### src/design/spr_pkg.sv
// Shared types, constants and table defaults for the servo packet responder
package spr_pkg;

  localparam int MAX_PARAMS    = 64;
  localparam int PERSIST_BYTES = 24;
  localparam int RAM_BYTES     = 26;
  localparam int TABLE_BYTES   = PERSIST_BYTES + RAM_BYTES;
  localparam int TBL_AW        = 6;
  localparam int PRM_AW        = $clog2(MAX_PARAMS);
  localparam int SEQ_W         = (PRM_AW > TBL_AW) ? PRM_AW : TBL_AW;
  localparam int LEN_OVH       = 2;
  localparam int WR_OVH        = 3;

  localparam logic [7:0] SYNC_BYTE    = 8'hFF;
  localparam logic [7:0] BCAST_ID     = 8'hFE;
  localparam logic [7:0] MIN_WR_START = 8'd3;
  localparam logic [7:0] STATUS_ERR   = 8'h00;

  localparam logic [TBL_AW-1:0] ID_ADDR     = 6'd3;
  localparam logic [TBL_AW-1:0] BAUD_ADDR   = 6'd4;
  localparam logic [TBL_AW-1:0] TORQUE_ADDR = 6'(PERSIST_BYTES);
  localparam logic [TBL_AW-1:0] LOCK_ADDR   = 6'(PERSIST_BYTES + 23);

  localparam logic [7:0] INS_PING      = 8'h01;
  localparam logic [7:0] INS_READ      = 8'h02;
  localparam logic [7:0] INS_WRITE     = 8'h03;
  localparam logic [7:0] INS_REG_WRITE = 8'h04;
  localparam logic [7:0] INS_ACTION    = 8'h05;
  localparam logic [7:0] INS_RESET     = 8'h06;

  localparam logic [1:0] CMD_RX  = 2'd0;
  localparam logic [1:0] CMD_LWR = 2'd1;
  localparam logic [1:0] CMD_LRD = 2'd2;

  localparam logic [1:0] CFG_ID     = 2'd0;
  localparam logic [1:0] CFG_BAUD   = 2'd1;
  localparam logic [1:0] CFG_TORQUE = 2'd2;

  localparam logic KIND_TX    = 1'b0;
  localparam logic KIND_LOCAL = 1'b1;

  localparam logic [7:0] PERSIST_DFLT [PERSIST_BYTES] = '{
    8'h0C, 8'h00, 8'h2A, 8'h01, 8'h01, 8'hFA, 8'h00, 8'h00, 8'hFF, 8'h03, 8'h00, 8'h55,
    8'h3C, 8'hBE, 8'hFF, 8'h03, 8'h02, 8'h04, 8'h04, 8'h00, 8'h00, 8'h00, 8'h00, 8'h00};
  localparam logic [7:0] RAM_DFLT [RAM_BYTES] = '{
    8'h00, 8'h00, 8'h00, 8'h00, 8'h20, 8'h20, 8'h00, 8'h00, 8'h00, 8'h00, 8'hFF, 8'h03,
    8'h00, 8'h00, 8'h00, 8'h00, 8'h00, 8'h00, 8'h64, 8'h00, 8'h00, 8'h00, 8'h00, 8'h00,
    8'h20, 8'h00};

  typedef struct packed {
    logic [1:0] command;
    logic [7:0] rx_byte;
    logic [5:0] local_addr;
    logic [7:0] local_data;
  } in_item_t;

  typedef struct packed {
    logic       out_kind;
    logic [7:0] out_byte;
    logic       out_last;
  } out_item_t;

  typedef enum logic [2:0] {
    RS_LOCAL, RS_ID, RS_LOCK, RS_SEQ, RS_SEQ_NEXT
  } tbl_rsel_t;

  typedef enum logic [1:0] {
    PS_0, PS_1, PS_SEQ
  } prm_rsel_t;

  typedef enum logic [2:0] {
    OB_FF, OB_TBL, OB_LEN, OB_ERR, OB_CHK, OB_LOCAL
  } obyte_sel_t;

  typedef enum logic [1:0] {
    LD_NONE, LD_READ, LD_WRITE, LD_ZERO
  } seq_ld_t;

  typedef struct packed {
    logic       parse;
    logic       lwrite;
    tbl_rsel_t  tbl_rsel;
    prm_rsel_t  prm_rsel;
    logic       cap_id;
    logic       cap_p0;
    logic       cap_lock;
    logic       cap_p1;
    logic       restore;
    seq_ld_t    seq_ld;
    logic       idx_inc;
    logic       seq_wr;
    logic       emit;
    obyte_sel_t osel;
    logic       olast;
  } dp_cmd_t;

  typedef struct packed {
    logic       exec_go;
    logic       bcast;
    logic       own_match;
    logic [7:0] instr;
    logic       rd_ok;
    logic       wr_start_ok;
    logic       wr_range_ok;
    logic       seq_empty;
    logic       seq_done;
    logic       seq_last;
  } dp_sts_t;

  // Value of a table byte that has not been written since the last restore
  function automatic logic [7:0] tbl_default(input logic [TBL_AW-1:0] a,
                                             input logic [7:0] id,
                                             input logic [7:0] baud,
                                             input logic tq);
    logic [7:0] b;
    b = 8'h00;
    if (a == ID_ADDR) begin
      b = id;
    end else if (a == BAUD_ADDR) begin
      b = baud;
    end else if (a == TORQUE_ADDR) begin
      b = {7'd0, tq};
    end else if (a < TORQUE_ADDR) begin
      b = PERSIST_DFLT[a[4:0]];
    end else if (a < TBL_AW'(TABLE_BYTES)) begin
      b = RAM_DFLT[5'(a - TORQUE_ADDR)];
    end
    return b;
  endfunction

endpackage

### src/design/spr_dp.sv
// Datapath: packet parser, parameter store, control table and reply byte path
module spr_dp
  import spr_pkg::*;
(
  input  logic       clk,
  input  logic       rst_n,
  input  in_item_t   in_item,
  input  logic       cfg_valid,
  input  logic [1:0] cfg_index,
  input  logic [7:0] cfg_data,
  output logic       cfg_ready,
  input  dp_cmd_t    cmd,
  output dp_sts_t    sts,
  output logic       out_strobe,
  output out_item_t  out_item
);

  typedef enum logic [2:0] {
    PH_START1, PH_START2, PH_ID, PH_LENGTH, PH_INSTR, PH_PARAM, PH_CHECK
  } phase_t;

  phase_t      phase_r;
  logic [7:0]  pid_r, len_r, instr_r, rsum_r, cnt_r;
  logic        exec_go_r;
  logic [7:0]  b;

  logic [7:0]  cfg_id_r, cfg_baud_r, dflt_id_r, dflt_baud_r;
  logic        cfg_tq_r, dflt_tq_r;

  logic [7:0]  prm_mem [MAX_PARAMS];
  logic [PRM_AW-1:0] prm_ra;
  logic [7:0]  prm_rdata_r;

  logic [7:0]  tbl_mem [TABLE_BYTES];
  logic [TABLE_BYTES-1:0] tbl_vld_r;
  logic [TBL_AW-1:0] tbl_ra, tbl_ra_r, tbl_wa;
  logic [7:0]  tbl_md_r, tbl_wd, tbl_rdata;
  logic        tbl_hit_r, tbl_we;

  logic [7:0]  own_id_r, p0_r, p1_r, lock_r, wlen;
  logic [SEQ_W-1:0] start_r, n_r, idx_r;
  logic [TBL_AW-1:0] seq_addr, seq_next;
  logic [7:0]  sum_r, obyte;
  logic        out_strobe_r;
  out_item_t   out_item_r;

  assign b = in_item.rx_byte;
  assign cfg_ready = 1'b1;

  // Packet deframing
  always_ff @(posedge clk) begin
    if (!rst_n) begin
      phase_r   <= PH_START1;
      pid_r     <= '0;
      len_r     <= '0;
      instr_r   <= '0;
      rsum_r    <= '0;
      cnt_r     <= '0;
      exec_go_r <= 1'b0;
    end else if (cmd.parse) begin
      exec_go_r <= 1'b0;
      unique case (phase_r)
        PH_START1: begin
          if (b == SYNC_BYTE) phase_r <= PH_START2;
        end
        PH_START2: begin
          if (b == SYNC_BYTE) begin
            phase_r <= PH_ID;
            rsum_r  <= '0;
          end else begin
            phase_r <= PH_START1;
          end
        end
        PH_ID: begin
          pid_r   <= b;
          rsum_r  <= rsum_r + b;
          phase_r <= PH_LENGTH;
        end
        PH_LENGTH: begin
          len_r   <= b;
          rsum_r  <= rsum_r + b;
          phase_r <= PH_INSTR;
        end
        PH_INSTR: begin
          instr_r <= b;
          rsum_r  <= rsum_r + b;
          cnt_r   <= '0;
          phase_r <= (len_r <= 8'(LEN_OVH)) ? PH_CHECK : PH_PARAM;
        end
        PH_PARAM: begin
          cnt_r  <= cnt_r + 8'd1;
          rsum_r <= rsum_r + b;
          if ({1'b0, len_r} <= 9'(cnt_r) + 9'(LEN_OVH + 1)) phase_r <= PH_CHECK;
        end
        PH_CHECK: begin
          exec_go_r <= (b == ~rsum_r) && ({1'b0, len_r} <= 9'(MAX_PARAMS + LEN_OVH));
          phase_r   <= PH_START1;
        end
        default: phase_r <= PH_START1;
      endcase
    end else begin
      exec_go_r <= 1'b0;
    end
  end

  // Parameter store
  always_comb begin
    unique case (cmd.prm_rsel)
      PS_0:    prm_ra = '0;
      PS_1:    prm_ra = PRM_AW'(1);
      PS_SEQ:  prm_ra = PRM_AW'(idx_r + SEQ_W'(1));
      default: prm_ra = '0;
    endcase
  end

  always_ff @(posedge clk) begin
    if (cmd.parse && phase_r == PH_PARAM && cnt_r < 8'(MAX_PARAMS))
      prm_mem[PRM_AW'(cnt_r)] <= b;
    prm_rdata_r <= prm_mem[prm_ra];
  end

  // Configuration and restore snapshot
  always_ff @(posedge clk) begin
    if (!rst_n) begin
      cfg_id_r    <= 8'd1;
      cfg_baud_r  <= 8'd1;
      cfg_tq_r    <= 1'b0;
      dflt_id_r   <= 8'd1;
      dflt_baud_r <= 8'd1;
      dflt_tq_r   <= 1'b0;
    end else begin
      if (cfg_valid) begin
        unique case (cfg_index)
          CFG_ID:     cfg_id_r   <= cfg_data;
          CFG_BAUD:   cfg_baud_r <= cfg_data;
          CFG_TORQUE: cfg_tq_r   <= cfg_data[0];
          default: ;
        endcase
      end
      if (cmd.restore) begin
        dflt_id_r   <= cfg_id_r;
        dflt_baud_r <= cfg_baud_r;
        dflt_tq_r   <= cfg_tq_r;
      end
    end
  end

  // Control table
  assign seq_addr = TBL_AW'(start_r + idx_r);
  assign seq_next = TBL_AW'(start_r + idx_r + SEQ_W'(1));

  always_comb begin
    unique case (cmd.tbl_rsel)
      RS_LOCAL:    tbl_ra = in_item.local_addr;
      RS_ID:       tbl_ra = ID_ADDR;
      RS_LOCK:     tbl_ra = LOCK_ADDR;
      RS_SEQ:      tbl_ra = seq_addr;
      RS_SEQ_NEXT: tbl_ra = seq_next;
      default:     tbl_ra = ID_ADDR;
    endcase
  end

  always_comb begin
    tbl_we = 1'b0;
    tbl_wa = seq_addr;
    tbl_wd = prm_rdata_r;
    if (cmd.lwrite) begin
      tbl_wa = in_item.local_addr;
      tbl_wd = in_item.local_data;
      tbl_we = in_item.local_addr < TBL_AW'(TABLE_BYTES);
    end else if (cmd.seq_wr) begin
      // persistent bytes stay untouched while locked
      tbl_we = !(lock_r != 8'd0 && seq_addr < TORQUE_ADDR);
    end
  end

  always_ff @(posedge clk) begin
    if (!rst_n) begin
      tbl_vld_r <= '0;
    end else if (cmd.restore) begin
      tbl_vld_r <= '0;
    end else if (tbl_we) begin
      tbl_vld_r[tbl_wa] <= 1'b1;
    end
  end

  always_ff @(posedge clk) begin
    if (tbl_we) tbl_mem[tbl_wa] <= tbl_wd;
    tbl_ra_r  <= tbl_ra;
    tbl_hit_r <= (tbl_ra < TBL_AW'(TABLE_BYTES)) && tbl_vld_r[tbl_ra];
    if (tbl_ra < TBL_AW'(TABLE_BYTES)) tbl_md_r <= tbl_mem[tbl_ra];
  end

  assign tbl_rdata = tbl_hit_r ? tbl_md_r
                               : tbl_default(tbl_ra_r, dflt_id_r, dflt_baud_r, dflt_tq_r);

  // Execution operands and byte sequencer
  assign wlen = (len_r >= 8'(WR_OVH)) ? len_r - 8'(WR_OVH) : 8'd0;

  always_ff @(posedge clk) begin
    if (cmd.cap_id)   own_id_r <= tbl_rdata;
    if (cmd.cap_p0)   p0_r     <= prm_rdata_r;
    if (cmd.cap_lock) lock_r   <= tbl_rdata;
    if (cmd.cap_p1)   p1_r     <= prm_rdata_r;
  end

  always_ff @(posedge clk) begin
    if (!rst_n) begin
      start_r <= '0;
      n_r     <= '0;
      idx_r   <= '0;
    end else begin
      unique case (cmd.seq_ld)
        LD_READ: begin
          start_r <= SEQ_W'(p0_r);
          n_r     <= SEQ_W'(p1_r);
          idx_r   <= '0;
        end
        LD_WRITE: begin
          start_r <= SEQ_W'(p0_r);
          n_r     <= SEQ_W'(wlen);
          idx_r   <= '0;
        end
        LD_ZERO: begin
          n_r   <= '0;
          idx_r <= '0;
        end
        LD_NONE: begin
          if (cmd.idx_inc) idx_r <= idx_r + SEQ_W'(1);
        end
        default: ;
      endcase
    end
  end

  always_comb begin
    sts.exec_go     = exec_go_r;
    sts.bcast       = pid_r == BCAST_ID;
    sts.own_match   = pid_r == own_id_r;
    sts.instr       = instr_r;
    sts.rd_ok       = ({1'b0, p0_r} + {1'b0, p1_r}) <= 9'(TABLE_BYTES);
    sts.wr_start_ok = p0_r >= MIN_WR_START;
    sts.wr_range_ok = ({1'b0, p0_r} + {1'b0, wlen}) <= 9'(TABLE_BYTES);
    sts.seq_empty   = n_r == '0;
    sts.seq_done    = idx_r == n_r;
    sts.seq_last    = (idx_r + SEQ_W'(1)) == n_r;
  end

  // Reply bytes and checksum
  always_comb begin
    unique case (cmd.osel)
      OB_FF:    obyte = SYNC_BYTE;
      OB_TBL:   obyte = tbl_rdata;
      OB_LEN:   obyte = 8'(n_r) + 8'(LEN_OVH);
      OB_ERR:   obyte = STATUS_ERR;
      OB_CHK:   obyte = ~sum_r;
      OB_LOCAL: obyte = tbl_rdata;
      default:  obyte = STATUS_ERR;
    endcase
  end

  always_ff @(posedge clk) begin
    if (!rst_n) begin
      sum_r        <= '0;
      out_strobe_r <= 1'b0;
    end else begin
      out_strobe_r <= cmd.emit;
      if (cmd.emit) begin
        if (cmd.osel == OB_FF) sum_r <= '0;
        else                   sum_r <= sum_r + obyte;
      end
    end
  end

  always_ff @(posedge clk) begin
    if (cmd.emit) begin
      out_item_r.out_kind <= (cmd.osel == OB_LOCAL) ? KIND_LOCAL : KIND_TX;
      out_item_r.out_byte <= obyte;
      out_item_r.out_last <= cmd.olast;
    end
  end

  assign out_strobe = out_strobe_r;
  assign out_item   = out_item_r;

endmodule

### src/design/spr_ctrl.sv
// Controller: sequences parsing, packet execution, table writes and replies
module spr_ctrl
  import spr_pkg::*;
(
  input  logic       clk,
  input  logic       rst_n,
  input  logic       start,
  input  logic [1:0] command,
  input  dp_sts_t    sts,
  output dp_cmd_t    cmd,
  output logic       busy
);

  typedef enum logic [3:0] {
    ST_IDLE, ST_LRD, ST_PARSED, ST_EXA, ST_EXB, ST_DEC, ST_WRD, ST_WWR,
    ST_FF1, ST_FF2, ST_ID, ST_LEN, ST_ERR, ST_DATA, ST_CHK
  } state_t;

  state_t state_r, state_nxt;

  always_ff @(posedge clk) begin
    if (!rst_n) state_r <= ST_IDLE;
    else        state_r <= state_nxt;
  end

  assign busy = state_r != ST_IDLE;

  always_comb begin
    cmd       = '0;
    state_nxt = state_r;
    unique case (state_r)
      ST_IDLE: begin
        if (start) begin
          unique case (command)
            CMD_RX: begin
              cmd.parse = 1'b1;
              state_nxt = ST_PARSED;
            end
            CMD_LWR: cmd.lwrite = 1'b1;
            CMD_LRD: begin
              cmd.tbl_rsel = RS_LOCAL;
              state_nxt    = ST_LRD;
            end
            default: ;
          endcase
        end
      end
      ST_LRD: begin
        cmd.emit  = 1'b1;
        cmd.osel  = OB_LOCAL;
        cmd.olast = 1'b1;
        state_nxt = ST_IDLE;
      end
      ST_PARSED: begin
        if (sts.exec_go) begin
          cmd.tbl_rsel = RS_ID;
          cmd.prm_rsel = PS_0;
          state_nxt    = ST_EXA;
        end else begin
          state_nxt = ST_IDLE;
        end
      end
      ST_EXA: begin
        cmd.cap_id   = 1'b1;
        cmd.cap_p0   = 1'b1;
        cmd.tbl_rsel = RS_LOCK;
        cmd.prm_rsel = PS_1;
        state_nxt    = ST_EXB;
      end
      ST_EXB: begin
        cmd.cap_lock = 1'b1;
        cmd.cap_p1   = 1'b1;
        state_nxt    = ST_DEC;
      end
      ST_DEC: begin
        state_nxt = ST_IDLE;
        if (sts.bcast || sts.own_match) begin
          priority if (sts.instr == INS_PING || sts.instr == INS_ACTION) begin
            if (!sts.bcast) begin
              cmd.seq_ld = LD_ZERO;
              state_nxt  = ST_FF1;
            end
          end else if (sts.instr == INS_READ) begin
            if (!sts.bcast && sts.rd_ok) begin
              cmd.seq_ld = LD_READ;
              state_nxt  = ST_FF1;
            end
          end else if (sts.instr == INS_WRITE || sts.instr == INS_REG_WRITE) begin
            if (sts.wr_start_ok) begin
              if (sts.wr_range_ok) begin
                cmd.seq_ld = LD_WRITE;
                state_nxt  = ST_WRD;
              end else if (!sts.bcast) begin
                cmd.seq_ld = LD_ZERO;
                state_nxt  = ST_FF1;
              end
            end
          end else if (sts.instr == INS_RESET) begin
            cmd.restore = 1'b1;
            if (!sts.bcast) begin
              cmd.seq_ld = LD_ZERO;
              state_nxt  = ST_FF1;
            end
          end else begin
            state_nxt = ST_IDLE;
          end
        end
      end
      ST_WRD: begin
        if (sts.seq_done) begin
          if (sts.bcast) begin
            state_nxt = ST_IDLE;
          end else begin
            cmd.seq_ld = LD_ZERO;
            state_nxt  = ST_FF1;
          end
        end else begin
          cmd.prm_rsel = PS_SEQ;
          state_nxt    = ST_WWR;
        end
      end
      ST_WWR: begin
        cmd.seq_wr  = 1'b1;
        cmd.idx_inc = 1'b1;
        state_nxt   = ST_WRD;
      end
      ST_FF1: begin
        cmd.emit     = 1'b1;
        cmd.osel     = OB_FF;
        cmd.tbl_rsel = RS_ID;
        state_nxt    = ST_FF2;
      end
      ST_FF2: begin
        cmd.emit     = 1'b1;
        cmd.osel     = OB_FF;
        cmd.tbl_rsel = RS_ID;
        state_nxt    = ST_ID;
      end
      ST_ID: begin
        cmd.emit  = 1'b1;
        cmd.osel  = OB_TBL;
        state_nxt = ST_LEN;
      end
      ST_LEN: begin
        cmd.emit  = 1'b1;
        cmd.osel  = OB_LEN;
        state_nxt = ST_ERR;
      end
      ST_ERR: begin
        // prefetch the first data byte
        cmd.emit     = 1'b1;
        cmd.osel     = OB_ERR;
        cmd.tbl_rsel = RS_SEQ;
        state_nxt    = sts.seq_empty ? ST_CHK : ST_DATA;
      end
      ST_DATA: begin
        cmd.emit     = 1'b1;
        cmd.osel     = OB_TBL;
        cmd.idx_inc  = 1'b1;
        cmd.tbl_rsel = RS_SEQ_NEXT;
        state_nxt    = sts.seq_last ? ST_CHK : ST_DATA;
      end
      ST_CHK: begin
        cmd.emit  = 1'b1;
        cmd.osel  = OB_CHK;
        cmd.olast = 1'b1;
        state_nxt = ST_IDLE;
      end
      default: state_nxt = ST_IDLE;
    endcase
  end

endmodule

### src/design/servo_packet_responder.sv
// Top level of the servo packet responder
//
//  Channel   Handshake                  Payload
//  input     start / busy               in_item  (in_item_t)
//  result    out_strobe, one cycle      out_item (out_item_t)
//  config    cfg_valid / cfg_ready      cfg_index, cfg_data
//
// A local write is taken in idle and leaves busy low. A serial byte, a local read and
// a packet end raise busy. A packet end whose checksum holds is executed: its ID and
// lock bytes and first two parameters are read, its data bytes written one by one, and
// unless broadcast a reply of 6 + n bytes is sent, one byte at a time, for n data bytes.
// Synchronous reset restores the table defaults through per-entry valid bits.
// Results go out once each and cannot be held off.
module servo_packet_responder
  import spr_pkg::*;
(
  input  logic       clk,
  input  logic       rst_n,
  input  logic       start,
  output logic       busy,
  input  in_item_t   in_item,
  output logic       out_strobe,
  output out_item_t  out_item,
  input  logic       cfg_valid,
  output logic       cfg_ready,
  input  logic [1:0] cfg_index,
  input  logic [7:0] cfg_data
);

  dp_cmd_t cmd;
  dp_sts_t sts;

  spr_ctrl u_ctrl (
    .clk     (clk),
    .rst_n   (rst_n),
    .start   (start),
    .command (in_item.command),
    .sts     (sts),
    .cmd     (cmd),
    .busy    (busy)
  );

  spr_dp u_dp (
    .clk        (clk),
    .rst_n      (rst_n),
    .in_item    (in_item),
    .cfg_valid  (cfg_valid),
    .cfg_index  (cfg_index),
    .cfg_data   (cfg_data),
    .cfg_ready  (cfg_ready),
    .cmd        (cmd),
    .sts        (sts),
    .out_strobe (out_strobe),
    .out_item   (out_item)
  );

endmodule
### config.mk
export PLATFORM = sky130hd
export DESIGN_NAME = servo_packet_responder
export DESIGN_NICKNAME = d
export VERILOG_FILES = /design/src/design/spr_pkg.sv /design/src/design/spr_dp.sv /design/src/design/spr_ctrl.sv /design/src/design/servo_packet_responder.sv
export SDC_FILE = /design/constraint.sdc
export NUM_CORES = 2
export LEC_CHECK = 0
export ABC_AREA = 1
export BUFFER_PORTS_ARGS = -buffer_cell sky130_fd_sc_hd__clkbuf_2
export CAP_MARGIN = 25
export CORE_MARGIN = 2
export CORE_UTILIZATION = 60
export CTS_CLUSTER_SIZE = 28
export DETAILED_ROUTE_END_ITERATION = 10
export GPL_TIMING_DRIVEN = 0
export PLACE_DENSITY = 0.73
export SLEW_MARGIN = 20
export SYNTH_ARGS = -nofsm -noshare
export SYNTH_HDL_FRONTEND = slang
export SYNTH_SLANG_ARGS = --single-unit
export TNS_END_PERCENT = 100
### constraint.sdc
create_clock -name clk -period 11.2 [get_ports clk]
set_input_delay 2.24 -clock clk [delete_from_list [all_inputs] [get_ports clk]]
set_output_delay 2.24 -clock clk [all_outputs]
set_load 0.05 [all_outputs]
* After elaboration in Yosys (flattened, before gate mapping)
Memory sizes are Yosys's and may differ from the RTL's. A register that Yosys moved wholly into a read port is not among the register bits. Index checks and enable logic that the tools add are counted.
Storage, ports and cells: word-level logic and storage cells 255, memories 4, flip-flop bits (word level) 208, RAM bits 912, latch bits 0, output and inout bits 13, bits in read-only memories 512
Memories:
- u_dp.prm_mem | depth 64, bits a word 8, rd ports 1, clocked after memory_dff 1, wr ports 1, line spr_dp.sv:30 | logic [7:0] prm_mem [MAX_PARAMS];
- u_dp.tbl_mem | depth 50, bits a word 8, rd ports 1, clocked after memory_dff 1, wr ports 1, line spr_dp.sv:34 | logic [7:0] tbl_mem [TABLE_BYTES];
- (no name shown) | depth 32, bits a word 8, rd ports 1, clocked after memory_dff 0, wr ports 0, line spr_pkg.sv:124 | b = PERSIST_DFLT[a[4:0]];
- (no name shown) | depth 32, bits a word 8, rd ports 1, clocked after memory_dff 0, wr ports 0, line spr_pkg.sv:126 | b = RAM_DFLT[5'(a - TORQUE_ADDR)];
Operators by class: multiply operators 0, order comparisons 18, muxes and demuxes 84, add/subtract/negate cells 12, reduce and logical (&&, ||, !) cells 45, divide/modulo/power cells 0, shifts and indexed selects 0, bitwise operators 6, equality and inequality tests 57
Operator list (count):
- $mux 8 | 14
- $pmux 4 s13 | 1
- $or 50x50->50 | 1
- $mux 4 | 11
- $pmux 3 s6 | 2
- $mux 2 | 16
- $pmux 8 s2 | 2
- $pmux 8 s4 | 1
- $eq 4x4->1 const B | 7
- $eq 8x3->1 const B | 3
- $pmux 4 s6 | 1
- $pmux 6 s2 | 2
- $pmux 6 s4 | 1
- $mux 1 | 19
- $add 8x8->9 | 2
- $eq 3x3->1 const B | 6
- $le 9x6->1 const B | 2
- $lt 6x6->1 const B | 3
- $pmux 6 s3 | 1
- $add 8x8->8 | 2
- $eq 4x3->1 const B | 4
- $eq 8x2->1 const B | 2
- $eq 8x8->1 | 2
- $eq 8x8->1 const B | 2
- other kinds (57) | 115

* Depth between registers and ports, before layout
depth after elaboration 14, mapped depth 30, gate-level depth less buffers 30

* Modules after synthesis
Synthesis repeated with hierarchy kept, for this count alone.
Unflattened totals: cells, all modules 4840, area total of the unflattened synthesis 50148.1 um^2
Modules (own cells, without submodules):
- spr_dp | cells an instance 4695, area an instance 49451.2 um^2, instances 1, sequential area each 32291.0 um^2
- spr_ctrl | cells an instance 145, area an instance 696.9 um^2, instances 1, sequential area each 80.1 um^2

* Least setup slack after synthesis
OpenSTA, ideal clock, no wires.
path kind input to register, from input port start, to memory u_dp.prm_mem[30][0], enable pin, data required time 10817 ps, data arrival time 4034 ps, setup slack 6782 ps, stages 7, path through inv_1 nor4_4 nand2_1 nor2_2 nand3_1 clkbuf_1 nor3_1
On the way: cells in the longest elaborated chain, start to end 6
RTL lines:
- from (decl) | line servo_packet_responder.sv:19 | input logic start,
- $mux 5 | line spr_ctrl.sv:33 | if (start) begin
- $mux 2 | line spr_ctrl.sv:31 | unique case (state_r)
- $logic_and 1x1->1 (2 in a row) | line spr_dp.sv:117 | if (cmd.parse && phase_r == PH_PARAM && cnt_r < 8'(MAX_PARAMS))
- $mux 1 | line spr_dp.sv:117
- $mux 1 (not written as such) | line spr_dp.sv:118 | prm_mem[PRM_AW'(cnt_r)] <= b;
- to (decl) | line spr_dp.sv:30
No other way between the ends.

* Worst setup path in the final report
from input port in_item[23] (netlist bit), to memory u_dp.prm_mem[5][4], enable pin
On the way: cells in the longest elaborated chain, start to end 8
RTL lines:
- from (decl) | line servo_packet_responder.sv:21 | input in_item_t in_item,
- $logic_not 2->1 | line spr_ctrl.sv:34 | unique case (command)
- $mux 1 | line spr_ctrl.sv:34
- $mux 5 | line spr_ctrl.sv:33
- $mux 2 | line spr_ctrl.sv:31
- $logic_and 1x1->1 (2 in a row) | line spr_dp.sv:117
- $mux 1 | line spr_dp.sv:117
- $mux 1 (not written as such) | line spr_dp.sv:118
No other way between the ends.

==> run metrics <==
status=completed; nets=5005; critical path data arrival time=6.05 ns; post-CTS sizing=0; net count after synthesis=4807; die area=0.0850 mm^2; CTS tree=done; ratio of cells with drive above 1 in the final layout=7.63%; fin crit share=51.3%; post-synth design cell area=0.0496 mm^2; setup bufs post-CTS=0; Leak Pwr=20.4 nW; Die W=292 um; Via density=6.15; Root Buffer=clkbuf_16; combinational power share=4.6%; DP Worst Slack=5.02 ns; multiplexer area fraction after synthesis=0.807%; most frequent cells in the layout=edfxtp_1, nand2_1, nor2_1; GP Congestion=0.976; crit path kind=in2reg; clock share of power=42.9%; drt total wl=141000 um; Max Cap Violations=0; Internal=6.83 mW; startpoint types=input port; Net Sw Power=1.93 mW; clk_lat worst skew=0.70 ns; # IOs=51; Pre-Repair DR Iteration Count=8; row count=105; PwrDens=158 mW/mm^2; via count=37300; Slew Limit Fails=0; fmax=174 MHz; cts hold-fix bufs=0; Worst slew margin=22.3%; Post-Synth Simple-Gate Area=17.3%; Synth cell types=53; H-tree depth=3; overflow left after global routing=0; clock slew at reported path FFs=0.06 ns; Final setup viols=0; crit-path cells=clkbuf_2 -> nor4_4 -> nand2_1 -> nor2_2 -> nand3_1 -> inv_2 -> nand4_1 -> nor2_1; slowest cell on the critical path=nor2_1; Fin. Hold Viols=0; smallest setup slack after layout=5.46 ns; unrepaired setup endpoints after global routing=no; Area Growth Syn to Fin=11.8%; maximum VDD drop=0.120 mV; CP bufs+invs=2; setup TNS=0 ns; GRT Util Overall=32.8%; DRC errors left=0; Clock Skew=0.0294 ns; Critical Path Max Stage Delay=0.94 ns; fin crit period=5.74 ns; Compound-Gate Fraction of Synth Area=8.99%; worst-margin pin slew=1.16 ns; Initial DRC Count=5455; commonest non-fill, non-tap cell in the layout=edfxtp_1; core area=0.0820 mm^2; final antenna-violating net count=0; port buffer count=49; vias in the first global route=35000; Avg WL per Cell=23.2 um; Ys Warns=0; largest net degree at the start of global routing=57; cell count after synthesis=4700; post-synth top area share=58.2%; Die Y=292 um; Total Power=8.76 mW; ANT cells=0; clock buffer count from CTS=112; clock buffer depth=3; Synth Register Bits=1136; xor and xnor fraction of the mapped netlist area=0.777%; largest family of logic cells by synthesized area=simple AND/OR/NAND/NOR gates; initial antenna violation count=6; final core utilization=67.6%; Starting Density=60.5%; HPWL after DPL=96100 um; worst hold slack=0.453 ns; CP delay by family, top=simple AND/OR/NAND/NOR gates; Hold Path Class=reg2reg; first-pass GRT wire length=211000 um; Switching Share=22.0%; CP endpoint kind=flop; mean post-synth cell area=10.6 um^2; CP Max Fanout=8; register share of total power=52.5%; Yosys top cell by area=edfxtp_1; Post-Synth Adder-Cell Area=1.82%; Seq/Total Area, Yosys=65.3%; CTS sink count=1136; CP Data Required Time=11.50 ns; largest cells by area after synthesis=edfxtp_1, dfxtp_1, nand2_1
[worst register-to-register path, delay by kind of cell, from the launching register on]
family,cells,cell delay [ns]
adder cells (fa/ha/maj),1,0.27
buffers and inverters,7,2.15
multiplexers,1,0.31
AND/OR/NAND/NOR,7,1.25
AO/OA/AOI/OAI,3,0.74
XOR/XNOR,1,0.16
flip-flops,1,0.31
[sequential cells by signal (all words and copies together), names as in the netlist, 10 cells and up]
register and flops:
u_dp.tbl_mem 400, u_dp.tbl_vld_r 50, u_dp.out_item 10, u_dp.prm_mem 512
[Yosys cell counts (all sizes together)]
library cell / count
nand4: 103
dfxtp: 174
clkbuf: 172
ha: 64
nor3b: 1
buf: 66
a2111oi: 1
nor4: 13
a211oi: 7
a31oi: 7
or2: 31
a221oi: 7
mux2i: 40
nor3: 50
a21o: 1
o31ai: 6
a211o: 1
nand3b: 3
o221ai: 65
nor2: 629
a21oi: 149
xor2: 29
or3: 2
nand2: 813
o211ai: 62
o22ai: 20
o21bai: 16
o21ai: 340
fa: 5
o21a: 1
o32ai: 41
clkinv: 8
o2111ai: 4
edfxtp: 962
xnor2: 15
conb: 1
nand3: 381
o311ai: 9
a21boi: 2
inv: 399
[power groups by stage]
stage / registers (mW) / clock network (mW) / logic (mW)
after floorplan: 4.69 / 0 / 0.205
after global placement: 4.69 / 0 / 0.366
after detailed placement: 4.69 / 0 / 0.384
after CTS: 4.60 / 3.77 / 0.387
after global routing: 4.60 / 3.93 / 0.428
final: 4.60 / 3.76 / 0.400
[path summary, 6_finish.rpt]
check                            from                   to  slack [ns]  cells after the start
setup reg to reg          u_dp.n_r[3]  u_dp.prm_rdata_r[4]        5.83                     20
setup / recovery          in_item[23]   u_dp.prm_mem[5][4]        5.46                      8
hold reg to reg   u_dp.prm_rdata_r[3]         u_dp.p1_r[3]        0.45                      0
hold / removal    u_dp.prm_rdata_r[3]         u_dp.p1_r[3]        0.45                      0
[cells by family (layout without fill, tap and decap cells)]
family	after synthesis	after routing
AOI/OAI and AO/OA	739	739
xor gates and xnor gates	44	44
adders and majority gates	69	69
buffers and inverters	645	941
DFF	1136	1136
muxes	40	40
other	1	1
and+or+nand+nor	2026	2026
[stage by stage]
| step | instance area (um^2) | cells |
|---|---|---|
| after floorplan | 49600 | 4700 |
| after global placement | 51200 | 5819 |
| after detailed placement | 51700 | 5845 |
| after CTS | 55400 | 6057 |
| after global routing | 55400 | 6066 |
| final | 55400 | 6066 |
[final cells by class]
cell class | count | area, um^2
Buffer | 238 | 960
Inverter | 407 | 1530
Tap cell | 1070 | 1340
Sequential cell | 1136 | 32400
Clock inverter | 67 | 657
Timing Repair Buffer | 84 | 732
Multi-Input combinational cell | 2919 | 14800
Clock buffer | 145 | 3020
Fill cell | 6120 | 26500
[metal layers]
layer,global-route usage (%),vias up,wire length (um),part of all wire [%]
met1,48.2,17700,56500,40
met2,49.7,2410,62300,44
met4,9.91,2,3960,2.8
met5,0,-,12,0.0085
met3,6.85,304,18100,13
li1,-,16900,-,-
(Power assumes the default switching activity.)
